File: src/hdl/csg_pkg.sv
`timescale 1ns / 1ps
// Shared types and constants for the midpoint circle span generator.
// Used by csg_walker, csg_span_emit and midpoint_circle_span_generator.
package csg_pkg;

	localparam int COORD_BITS = 12;
	localparam int SPAN_BITS  = 14;
	localparam int STEP_BITS  = COORD_BITS + 1;
	localparam int DEC_BITS   = 16;
	localparam int INDEX_BITS = 2;
	localparam int BEAT_BITS  = 3;

	localparam logic [BEAT_BITS-1:0] LAST_BEAT = 3'd7;

	localparam logic REQ_START = 1'b0;
	localparam logic REQ_STEP  = 1'b1;

	localparam logic [INDEX_BITS-1:0] REG_CENTER_X     = 2'd0;
	localparam logic [INDEX_BITS-1:0] REG_CENTER_Y     = 2'd1;
	localparam logic [INDEX_BITS-1:0] REG_SCREEN_WIDTH = 2'd2;

	localparam logic [COORD_BITS-1:0] RST_CENTER_X     = COORD_BITS'(400);
	localparam logic [COORD_BITS-1:0] RST_CENTER_Y     = COORD_BITS'(225);
	localparam logic [COORD_BITS-1:0] RST_SCREEN_WIDTH = COORD_BITS'(800);

	typedef struct packed {
		logic [COORD_BITS-1:0] cx;
		logic [COORD_BITS-1:0] cy;
		logic [COORD_BITS-1:0] sw;
	} geom_t;

	// Everything the emitter needs to produce the eight spans of one step.
	typedef struct packed {
		logic signed [STEP_BITS-1:0] x;
		logic signed [STEP_BITS-1:0] y;
		geom_t                       geom;
		logic                        done;
	} span_set_t;

endpackage

File: src/hdl/csg_walker.sv
`timescale 1ns / 1ps
// Octant walker: holds x, y and the decision term and advances them per step.
// Depends on csg_pkg.
module csg_walker (
	input  logic                            clk,
	input  logic                            arst_n,
	input  logic                            accept,
	input  logic                            req_type,
	input  logic [csg_pkg::COORD_BITS-1:0]  radius,
	input  csg_pkg::geom_t                  geom,
	output logic                            load,
	output csg_pkg::span_set_t              span_set
);

	logic signed [csg_pkg::STEP_BITS-1:0] step_x_q;
	logic signed [csg_pkg::STEP_BITS-1:0] step_y_q;
	logic signed [csg_pkg::DEC_BITS-1:0]  decision_q;
	logic                                 active_q;

	logic signed [csg_pkg::STEP_BITS-1:0] next_x;
	logic signed [csg_pkg::STEP_BITS-1:0] next_y;
	logic signed [csg_pkg::DEC_BITS-1:0]  next_dec;
	logic signed [csg_pkg::DEC_BITS-1:0]  x_ext;
	logic signed [csg_pkg::DEC_BITS-1:0]  y_ext;
	logic                                 dec_le0;
	logic                                 walk_done;

	assign x_ext   = csg_pkg::DEC_BITS'(step_x_q);
	assign y_ext   = csg_pkg::DEC_BITS'(step_y_q);
	assign dec_le0 = decision_q[csg_pkg::DEC_BITS-1] || (decision_q == '0);

	// Standard midpoint update on the old x and y.
	always_comb begin
		next_x = step_x_q + csg_pkg::STEP_BITS'(1);
		if (dec_le0) begin
			next_dec = decision_q + (x_ext <<< 1) + csg_pkg::DEC_BITS'(3);
			next_y   = step_y_q;
		end else begin
			next_dec = decision_q + ((x_ext - y_ext) <<< 1) + csg_pkg::DEC_BITS'(5);
			next_y   = step_y_q - csg_pkg::STEP_BITS'(1);
		end
	end

	assign walk_done = next_x > next_y;
	assign load = accept && (req_type == csg_pkg::REQ_STEP) && active_q
		&& !(step_x_q > step_y_q);

	assign span_set.x    = step_x_q;
	assign span_set.y    = step_y_q;
	assign span_set.geom = geom;
	assign span_set.done = walk_done;

	always_ff @(posedge clk or negedge arst_n) begin
		if (!arst_n) begin
			step_x_q   <= '0;
			step_y_q   <= '0;
			decision_q <= '0;
			active_q   <= 1'b0;
		end else if (accept && (req_type == csg_pkg::REQ_START)) begin
			step_x_q   <= '0;
			step_y_q   <= csg_pkg::STEP_BITS'(radius);
			decision_q <= csg_pkg::DEC_BITS'(1) - csg_pkg::DEC_BITS'(radius);
			active_q   <= 1'b1;
		end else if (load) begin
			step_x_q   <= next_x;
			step_y_q   <= next_y;
			decision_q <= next_dec;
			if (walk_done) begin
				active_q <= 1'b0;
			end
		end
	end

	// A live walk never has x beyond y.
	a_active_ordered: assert property (@(posedge clk) disable iff (!arst_n)
		active_q |-> !(step_x_q > step_y_q))
		else $error("walker active with x greater than y");

	// A step that ends the walk leaves the walker inactive.
	a_done_clears: assert property (@(posedge clk) disable iff (!arst_n)
		(load && walk_done) |=> !active_q)
		else $error("walker still active after final step");

	// A start always leaves the walk at x = 0 and active.
	a_start_loads: assert property (@(posedge clk) disable iff (!arst_n)
		(accept && (req_type == csg_pkg::REQ_START)) |=> (active_q && (step_x_q == '0)))
		else $error("start did not reset the walk");

endmodule

File: src/hdl/csg_span_emit.sv
`timescale 1ns / 1ps
// Span emitter: holds one step's values and sends its eight spans, one beat a cycle
// while out_ready is high. Depends on csg_pkg.
module csg_span_emit (
	input  logic                                  clk,
	input  logic                                  arst_n,
	input  logic                                  load,
	input  csg_pkg::span_set_t                    span_set,
	output logic                                  can_load,
	output logic                                  out_valid,
	input  logic                                  out_ready,
	output logic signed [csg_pkg::SPAN_BITS-1:0]  row,
	output logic signed [csg_pkg::SPAN_BITS-1:0]  x_from,
	output logic signed [csg_pkg::SPAN_BITS-1:0]  x_to,
	output logic                                  last,
	output logic                                  circle_done
);

	csg_pkg::span_set_t             set_q;
	logic                           busy_q;
	logic [csg_pkg::BEAT_BITS-1:0]  beat_q;

	logic signed [csg_pkg::SPAN_BITS-1:0] x_s;
	logic signed [csg_pkg::SPAN_BITS-1:0] y_s;
	logic signed [csg_pkg::SPAN_BITS-1:0] row_term;
	logic signed [csg_pkg::SPAN_BITS-1:0] to_term;
	logic signed [csg_pkg::SPAN_BITS-1:0] cx_s;
	logic signed [csg_pkg::SPAN_BITS-1:0] cy_s;
	logic                                 row_neg;
	logic                                 to_neg;
	logic                                 from_right;
	logic                                 beat_done;

	assign beat_done = out_valid && out_ready;
	assign can_load  = !busy_q || ((beat_q == csg_pkg::LAST_BEAT) && out_ready);

	always_ff @(posedge clk or negedge arst_n) begin
		if (!arst_n) begin
			busy_q <= 1'b0;
			beat_q <= '0;
		end else if (load) begin
			busy_q <= 1'b1;
			beat_q <= '0;
		end else if (beat_done) begin
			if (beat_q == csg_pkg::LAST_BEAT) begin
				busy_q <= 1'b0;
			end
			beat_q <= beat_q + csg_pkg::BEAT_BITS'(1);
		end
	end

	always_ff @(posedge clk) begin
		if (load) begin
			set_q <= span_set;
		end
	end

	assign x_s  = csg_pkg::SPAN_BITS'(set_q.x);
	assign y_s  = csg_pkg::SPAN_BITS'(set_q.y);
	assign cx_s = csg_pkg::SPAN_BITS'(set_q.geom.cx);
	assign cy_s = csg_pkg::SPAN_BITS'(set_q.geom.cy);

	// Beats 0-3 are the rows at cy+/-y, beats 4-7 the rows at cy-/+x.
	// Rows go below the centre on beats 2 to 5; the boundary column lies left
	// of centre on beats 1, 3, 4 and 6; the right edge is the start on 0, 2, 5, 7.
	assign row_neg    = beat_q[2] ^ beat_q[1];
	assign to_neg     = beat_q[2] ^ beat_q[0];
	assign from_right = beat_q[2] == beat_q[0];
	assign row_term   = beat_q[2] ? x_s : y_s;
	assign to_term    = beat_q[2] ? y_s : x_s;

	assign row    = row_neg ? (cy_s - row_term) : (cy_s + row_term);
	assign x_to   = to_neg ? (cx_s - to_term) : (cx_s + to_term);
	assign x_from = from_right ? csg_pkg::SPAN_BITS'(set_q.geom.sw) : '0;

	assign out_valid   = busy_q;
	assign last        = beat_q == csg_pkg::LAST_BEAT;
	assign circle_done = last && set_q.done;

	// Loading over a busy emitter is only allowed as its final beat leaves.
	a_no_overrun: assert property (@(posedge clk) disable iff (!arst_n)
		(load && busy_q) |-> (beat_done && last))
		else $error("span set loaded over unfinished step");

	// The final beat leaving without a new load frees the emitter.
	a_frees: assert property (@(posedge clk) disable iff (!arst_n)
		(beat_done && last && !load) |=> !busy_q)
		else $error("emitter still busy after eighth span");

	// A step always starts from its first span.
	a_first_beat: assert property (@(posedge clk) disable iff (!arst_n)
		load |=> (busy_q && (beat_q == '0)))
		else $error("step did not start at first span");

endmodule

File: src/hdl/midpoint_circle_span_generator.sv
`timescale 1ns / 1ps
// Top level of the midpoint circle span generator: configuration registers,
// walker and span emitter. Depends on csg_pkg, csg_walker and csg_span_emit.
//
//   channel  direction  handshake               payload
//   in       to block   in_valid / in_ready     req_type, radius
//   out      from block out_valid / out_ready   row, x_from, x_to, last, circle_done
//   cfg      to block   cfg_valid / cfg_ready   cfg_index, cfg_data
//
// A step request yields eight span beats, one per cycle while out_ready is high;
// the single output channel sets the step rate, and the next step is taken in the
// cycle its predecessor's eighth beat leaves. Start requests are taken every cycle.
// Reset clears the walk (no circle active) and loads the default geometry.
// A stall on out holds the current span and blocks further steps only.
module midpoint_circle_span_generator (
	input  logic                                  clk,
	input  logic                                  arst_n,
	input  logic                                  in_valid,
	output logic                                  in_ready,
	input  logic                                  req_type,
	input  logic [csg_pkg::COORD_BITS-1:0]        radius,
	output logic                                  out_valid,
	input  logic                                  out_ready,
	output logic signed [csg_pkg::SPAN_BITS-1:0]  row,
	output logic signed [csg_pkg::SPAN_BITS-1:0]  x_from,
	output logic signed [csg_pkg::SPAN_BITS-1:0]  x_to,
	output logic                                  last,
	output logic                                  circle_done,
	input  logic                                  cfg_valid,
	output logic                                  cfg_ready,
	input  logic [csg_pkg::INDEX_BITS-1:0]        cfg_index,
	input  logic [csg_pkg::COORD_BITS-1:0]        cfg_data
);

	csg_pkg::geom_t     geom_q;
	csg_pkg::span_set_t span_set;
	logic               accept;
	logic               load;
	logic               can_load;

	assign cfg_ready = 1'b1;

	always_ff @(posedge clk or negedge arst_n) begin
		if (!arst_n) begin
			geom_q.cx <= csg_pkg::RST_CENTER_X;
			geom_q.cy <= csg_pkg::RST_CENTER_Y;
			geom_q.sw <= csg_pkg::RST_SCREEN_WIDTH;
		end else if (cfg_valid && cfg_ready) begin
			unique case (cfg_index)
				csg_pkg::REG_CENTER_X:     geom_q.cx <= cfg_data;
				csg_pkg::REG_CENTER_Y:     geom_q.cy <= cfg_data;
				csg_pkg::REG_SCREEN_WIDTH: geom_q.sw <= cfg_data;
				default: ;
			endcase
		end
	end

	// Starts only touch the walker, so they never wait for the emitter.
	assign in_ready = can_load || (req_type == csg_pkg::REQ_START);
	assign accept   = in_valid && in_ready;

	csg_walker u_walker (
		.clk      (clk),
		.arst_n   (arst_n),
		.accept   (accept),
		.req_type (req_type),
		.radius   (radius),
		.geom     (geom_q),
		.load     (load),
		.span_set (span_set)
	);

	csg_span_emit u_emit (
		.clk         (clk),
		.arst_n      (arst_n),
		.load        (load),
		.span_set    (span_set),
		.can_load    (can_load),
		.out_valid   (out_valid),
		.out_ready   (out_ready),
		.row         (row),
		.x_from      (x_from),
		.x_to        (x_to),
		.last        (last),
		.circle_done (circle_done)
	);

endmodule
File: config.mk
export PLATFORM = sky130hd
export DESIGN_NAME = midpoint_circle_span_generator
export DESIGN_NICKNAME = d
export VERILOG_FILES = /design/src/hdl/csg_pkg.sv /design/src/hdl/csg_walker.sv /design/src/hdl/csg_span_emit.sv /design/src/hdl/midpoint_circle_span_generator.sv
export SDC_FILE = /design/constraint.sdc
export NUM_CORES = 1
export LEC_CHECK = 0
export BUFFER_PORTS_ARGS = -buffer_cell sky130_fd_sc_hd__buf_4
export CORE_UTILIZATION = 55
export CTS_CLUSTER_DIAMETER = 120
export DETAILED_ROUTE_END_ITERATION = 16
export HOLD_SLACK_MARGIN = 0.1
export PLACE_DENSITY_LB_ADDON = 0.2
export RECOVER_POWER = 25
export SETUP_SLACK_MARGIN = 0.4
export SYNTH_ARGS = -nofsm -noshare
export SYNTH_HDL_FRONTEND = slang
export SYNTH_SLANG_ARGS = --single-unit
File: constraint.sdc
create_clock -name clk -period 8.8 [get_ports clk]
set_input_delay 0.88 -clock clk [delete_from_list [all_inputs] [get_ports clk]]
set_output_delay 0.88 -clock clk [all_outputs]
set_load 0.01 [all_outputs]
==> results.yml <==
status:
  status: "complete, but fails checks"
  failed_checks: "capacitance limit, slew limit"
drt:
  drt-initial-drc-count: 699
  first_pass_iters: 5
  wirelength_mm: 27.1
  routed-via-count: 8990
  postRouteAntennaNets: 0
  drc_errors: 0
  routedWlPerCell_um: 17.9
  avgViaCountPerCell: 5.95
floorplan:
  die_h_um: 144
  die_width_um: 144
  rows: 51
  die_area_mm2: 0.0208
  start_util_pct: 56.5
  io_pins: 79
  core_mm2: 0.0197
cts:
  cts_made_buffers: 17
  path_clk_slew_ns: 0.06
  clk_path_buf_depth: 2
  insertion_delay_ns: 0.43
  h-tree-depth: 4
  postCtsHoldBufs: 0
  cts_resized: 0
  clock_sinks: 146
  cts_root_buffer: "clkbuf_16"
  cts_tree: "built"
  postCtsSetupBuffers: 0
synthesis:
  synth.largest_area_cell: "edfxtp_1"
  async_flop_share_pct: 56.8
  ys_seq_elements: 146
  synthesis.area_mm2: 0.0111
  yosysWarnings: 0
  yosys.area.top_type_share_pct: 17.0
  synthTopCellsByArea: "edfxtp_1 17%, dfrtp_1 16%, ha_1 13%, xnor2_1 6.1%, o21ai_0 4.0%"
  synth-edff-count: 63
  seq_area_frac_synth_pct: 35.8
  netlist_instances: 1173
  ys_types: 73
  synth.avg_cell_area_um2: 9.47
  synth-main-ff-cell: "dfrtp_1"
global_route:
  use_met2_pct: 42.2
  grt.total_usage_pct: 27.3
  grt_first_pass_wirelength_mm: 43.5
  gr-total-overflow: 0
  use_met3_pct: 4.90
  met1_usage_pct: 38.6
  antenna_found_initial: 2
  grt-busiest-layer: "met2"
  grt_start_max_net_pins: 77
  grt_pass1_vias: 8314
power_and_ir_drop:
  leakage_nw: 5.39
  peakVddDrop_v: 0.000184
  powerDensity_mw_per_mm2: 333
place:
  hpwl_mm: 20.0
  place.gp.congestion: 0.917
  placed_cells: 1477
  numPortBuffers: 75
cells_and_area:
  fillCellCount: 1710
  fin_util_pct: 63.4
  nNetsFinal: 1381
  final_cell_mix: "113 x ha_1, 91 x nor2_1, 89 x o21ai_0"
  final_cells: 1510
  final_common_cell: "ha_1"
  layout-drive-gt1-share_pct: 14.3
  syn2layout_area_growth_pct: 12.2
timing:
  rsz0062_at_grt: "no"
  worstMarginPinSlew_ns: 1.76
  setup_tns_ns: 0
  hold_violations: 0
  fin_crit_sh_pct: 60.5
  fmax_ghz: 0.188
  maxSlewViolCount: 33
  min_period_ns: 5.32
  setup_violations: 0
  slew_headroom_pct: -17.2
  skew_ns: 0.0138
worst_setup_path:
  crit_slowest_cell: "buf_4"
  start_kind: "flip-flop"
  worst_path_largest_cell_delay_ns: 0.60
  path_buf_inv: 2
  critical_path_required_ns: 7.92
  critPathMaxFanout: 76
  crit_arrival_ns: 4.44
  criticalPathCategory: "reg -> out"
  crit_chain: "buf_4, xor2_1, nand2_1, o21ai_0, ha_1, nor2b_1, o21ai_0, a21boi_0, o41ai_1, o22ai_1, nor4_1, nor3_1, xor2_1, buf_4"
  crit_family: "compound AO/OA/AOI/OAI gates"
  end_kind: "output port"
flow_run:
  drv_cap: 1
worst_hold_path:
  worstHoldPathType: "reg -> reg"
-- state kept, by name, indices dropped and copies added (netlist names) --
| name | cells |
|---|---|
| geom_q | 36 |
| u_emit.beat_q | 3 |
| u_emit.cx_s | 12 |
| u_emit.cy_s | 12 |
| u_emit.out_valid | 1 |
| u_emit.set_q | 39 |
| u_walker.active_q | 1 |
| u_walker.decision_q | 16 |
| u_walker.step_x_q | 13 |
| u_walker.step_y_q | 13 |
-- metal layers --
layer  up-vias  wire [µm]
met5         -         12
met4         2        573
met3        51       1620
met2       271      12100
met1      4288      12700
li1       4378          -
-- path summary, 6_finish.rpt --
kind,from,end,slack (ns),cells past startpoint
worst max-delay path,u_emit.beat_q[2]$_DFFE_PN0P_,x_to[11],3.48,14
worst min-delay path,geom_q[14]$_DFFE_PN0P_,u_emit.cy_s[2]$_DFFE_PP_,0.44,0
worst max register to register,u_walker.step_y_q[2]$_DFFE_PN0P_,u_walker.decision_q[15]$_DFFE_PN0P_,4.32,17
worst min register to register,geom_q[14]$_DFFE_PN0P_,u_emit.cy_s[2]$_DFFE_PP_,0.44,0
max in group asynchronous,arst_n,u_emit.beat_q[2]$_DFFE_PN0P_,6.31,2
min in group asynchronous,arst_n,geom_q[1]$_DFFE_PN0P_,0.91,1
-- cell families (layout without fill, tap and decap cells) --
logic type      after synthesis  after routing  synth area share, %
compound gates              282            282                 16.2
xor+xnor                    121            121                 9.54
fa+ha+maj                   118            118                 13.6
buf+inv                     100            170                 3.58
flops                       146            146                 35.8
mux                          52             52                 5.33
other cells                   2              4               0.0676
simple gates                352            352                 15.8
-- where the power goes --
group | internal, mW | switching, mW | leakage [nW]
clock network | 0.399 | 0.319 | 0.282
registers | 0.841 | 0.121 | 1.56
logic | 1.14 | 1.33 | 3.54
-- cells in the mapped netlist, types with 6 or more instances --
library cell    n
a211oi_1        8
a21o_1         19
a21oi_1        65
and2_1         17
and3_1         10
buf_1           7
clkbuf_1       32
dfrtp_1        73
dfstp_2        10
edfxtp_1       63
ha_1          113
inv_1          53
mux2_2         37
mux2i_1        13
nand2_1        86
nand2b_1        8
nand3_1        27
nand4_1         7
nor2_1         91
nor2b_1        19
nor3_1         40
nor3b_1        10
nor4_1          6
o211ai_1       17
o21a_1         13
o21ai_0        89
o21bai_1        9
or3_1           8
xnor2_1        77
xor2_1         44
-- layout make-up --
cell class | count | area, µm² | area share, %
Antenna cell | 1 | 2.50 | 0.0201
Clock buffer | 18 | 429 | 3.44
Clock inverter | 14 | 143 | 1.14
Inverter | 54 | 205 | 1.65
Multi-Input combinational cell | 928 | 6740 | 54.1
Sequential cell | 146 | 3980 | 32.0
Tap cell | 265 | 332 | 2.66
Timing Repair Buffer | 84 | 627 | 5.03
-- worst register-to-register path, cell delays in order, from the launching register on --
cell	delay, ns
dfrtp_1	0.47
inv_1	0.13
ha_1	0.37
nor2b_1	0.15
o21a_1	0.21
or2_2	0.33
a21o_1	0.19
a21oi_1	0.16
xnor2_1	0.17
ha_1	0.27
ha_1	0.34
or3_1	0.41
o2111ai_1	0.21
o21ai_0	0.24
a21o_1	0.22
a21oi_1	0.17
xor2_1	0.17
o211ai_1	0.11
-- metrics by stage --
| stage | instance area (µm²) | hold WS [ns] | setup WS (ns) | power, mW |
|---|---|---|---|---|
| finish | 12500 | 0.440 | 3.48 | 4.15 |
| global route | 12500 | 0.452 | 3.12 | 4.48 |
| CTS | 12500 | 0.383 | 3.53 | 4.16 |
| detailed placement | 11900 | 0.425 | 3.99 | 3.43 |
| global placement | 11900 | 0.422 | 4.07 | 3.38 |
| floorplan | 11100 | 0.419 | 3.76 | 2.64 |
Note: power is estimated with default switching activity, not from simulation.
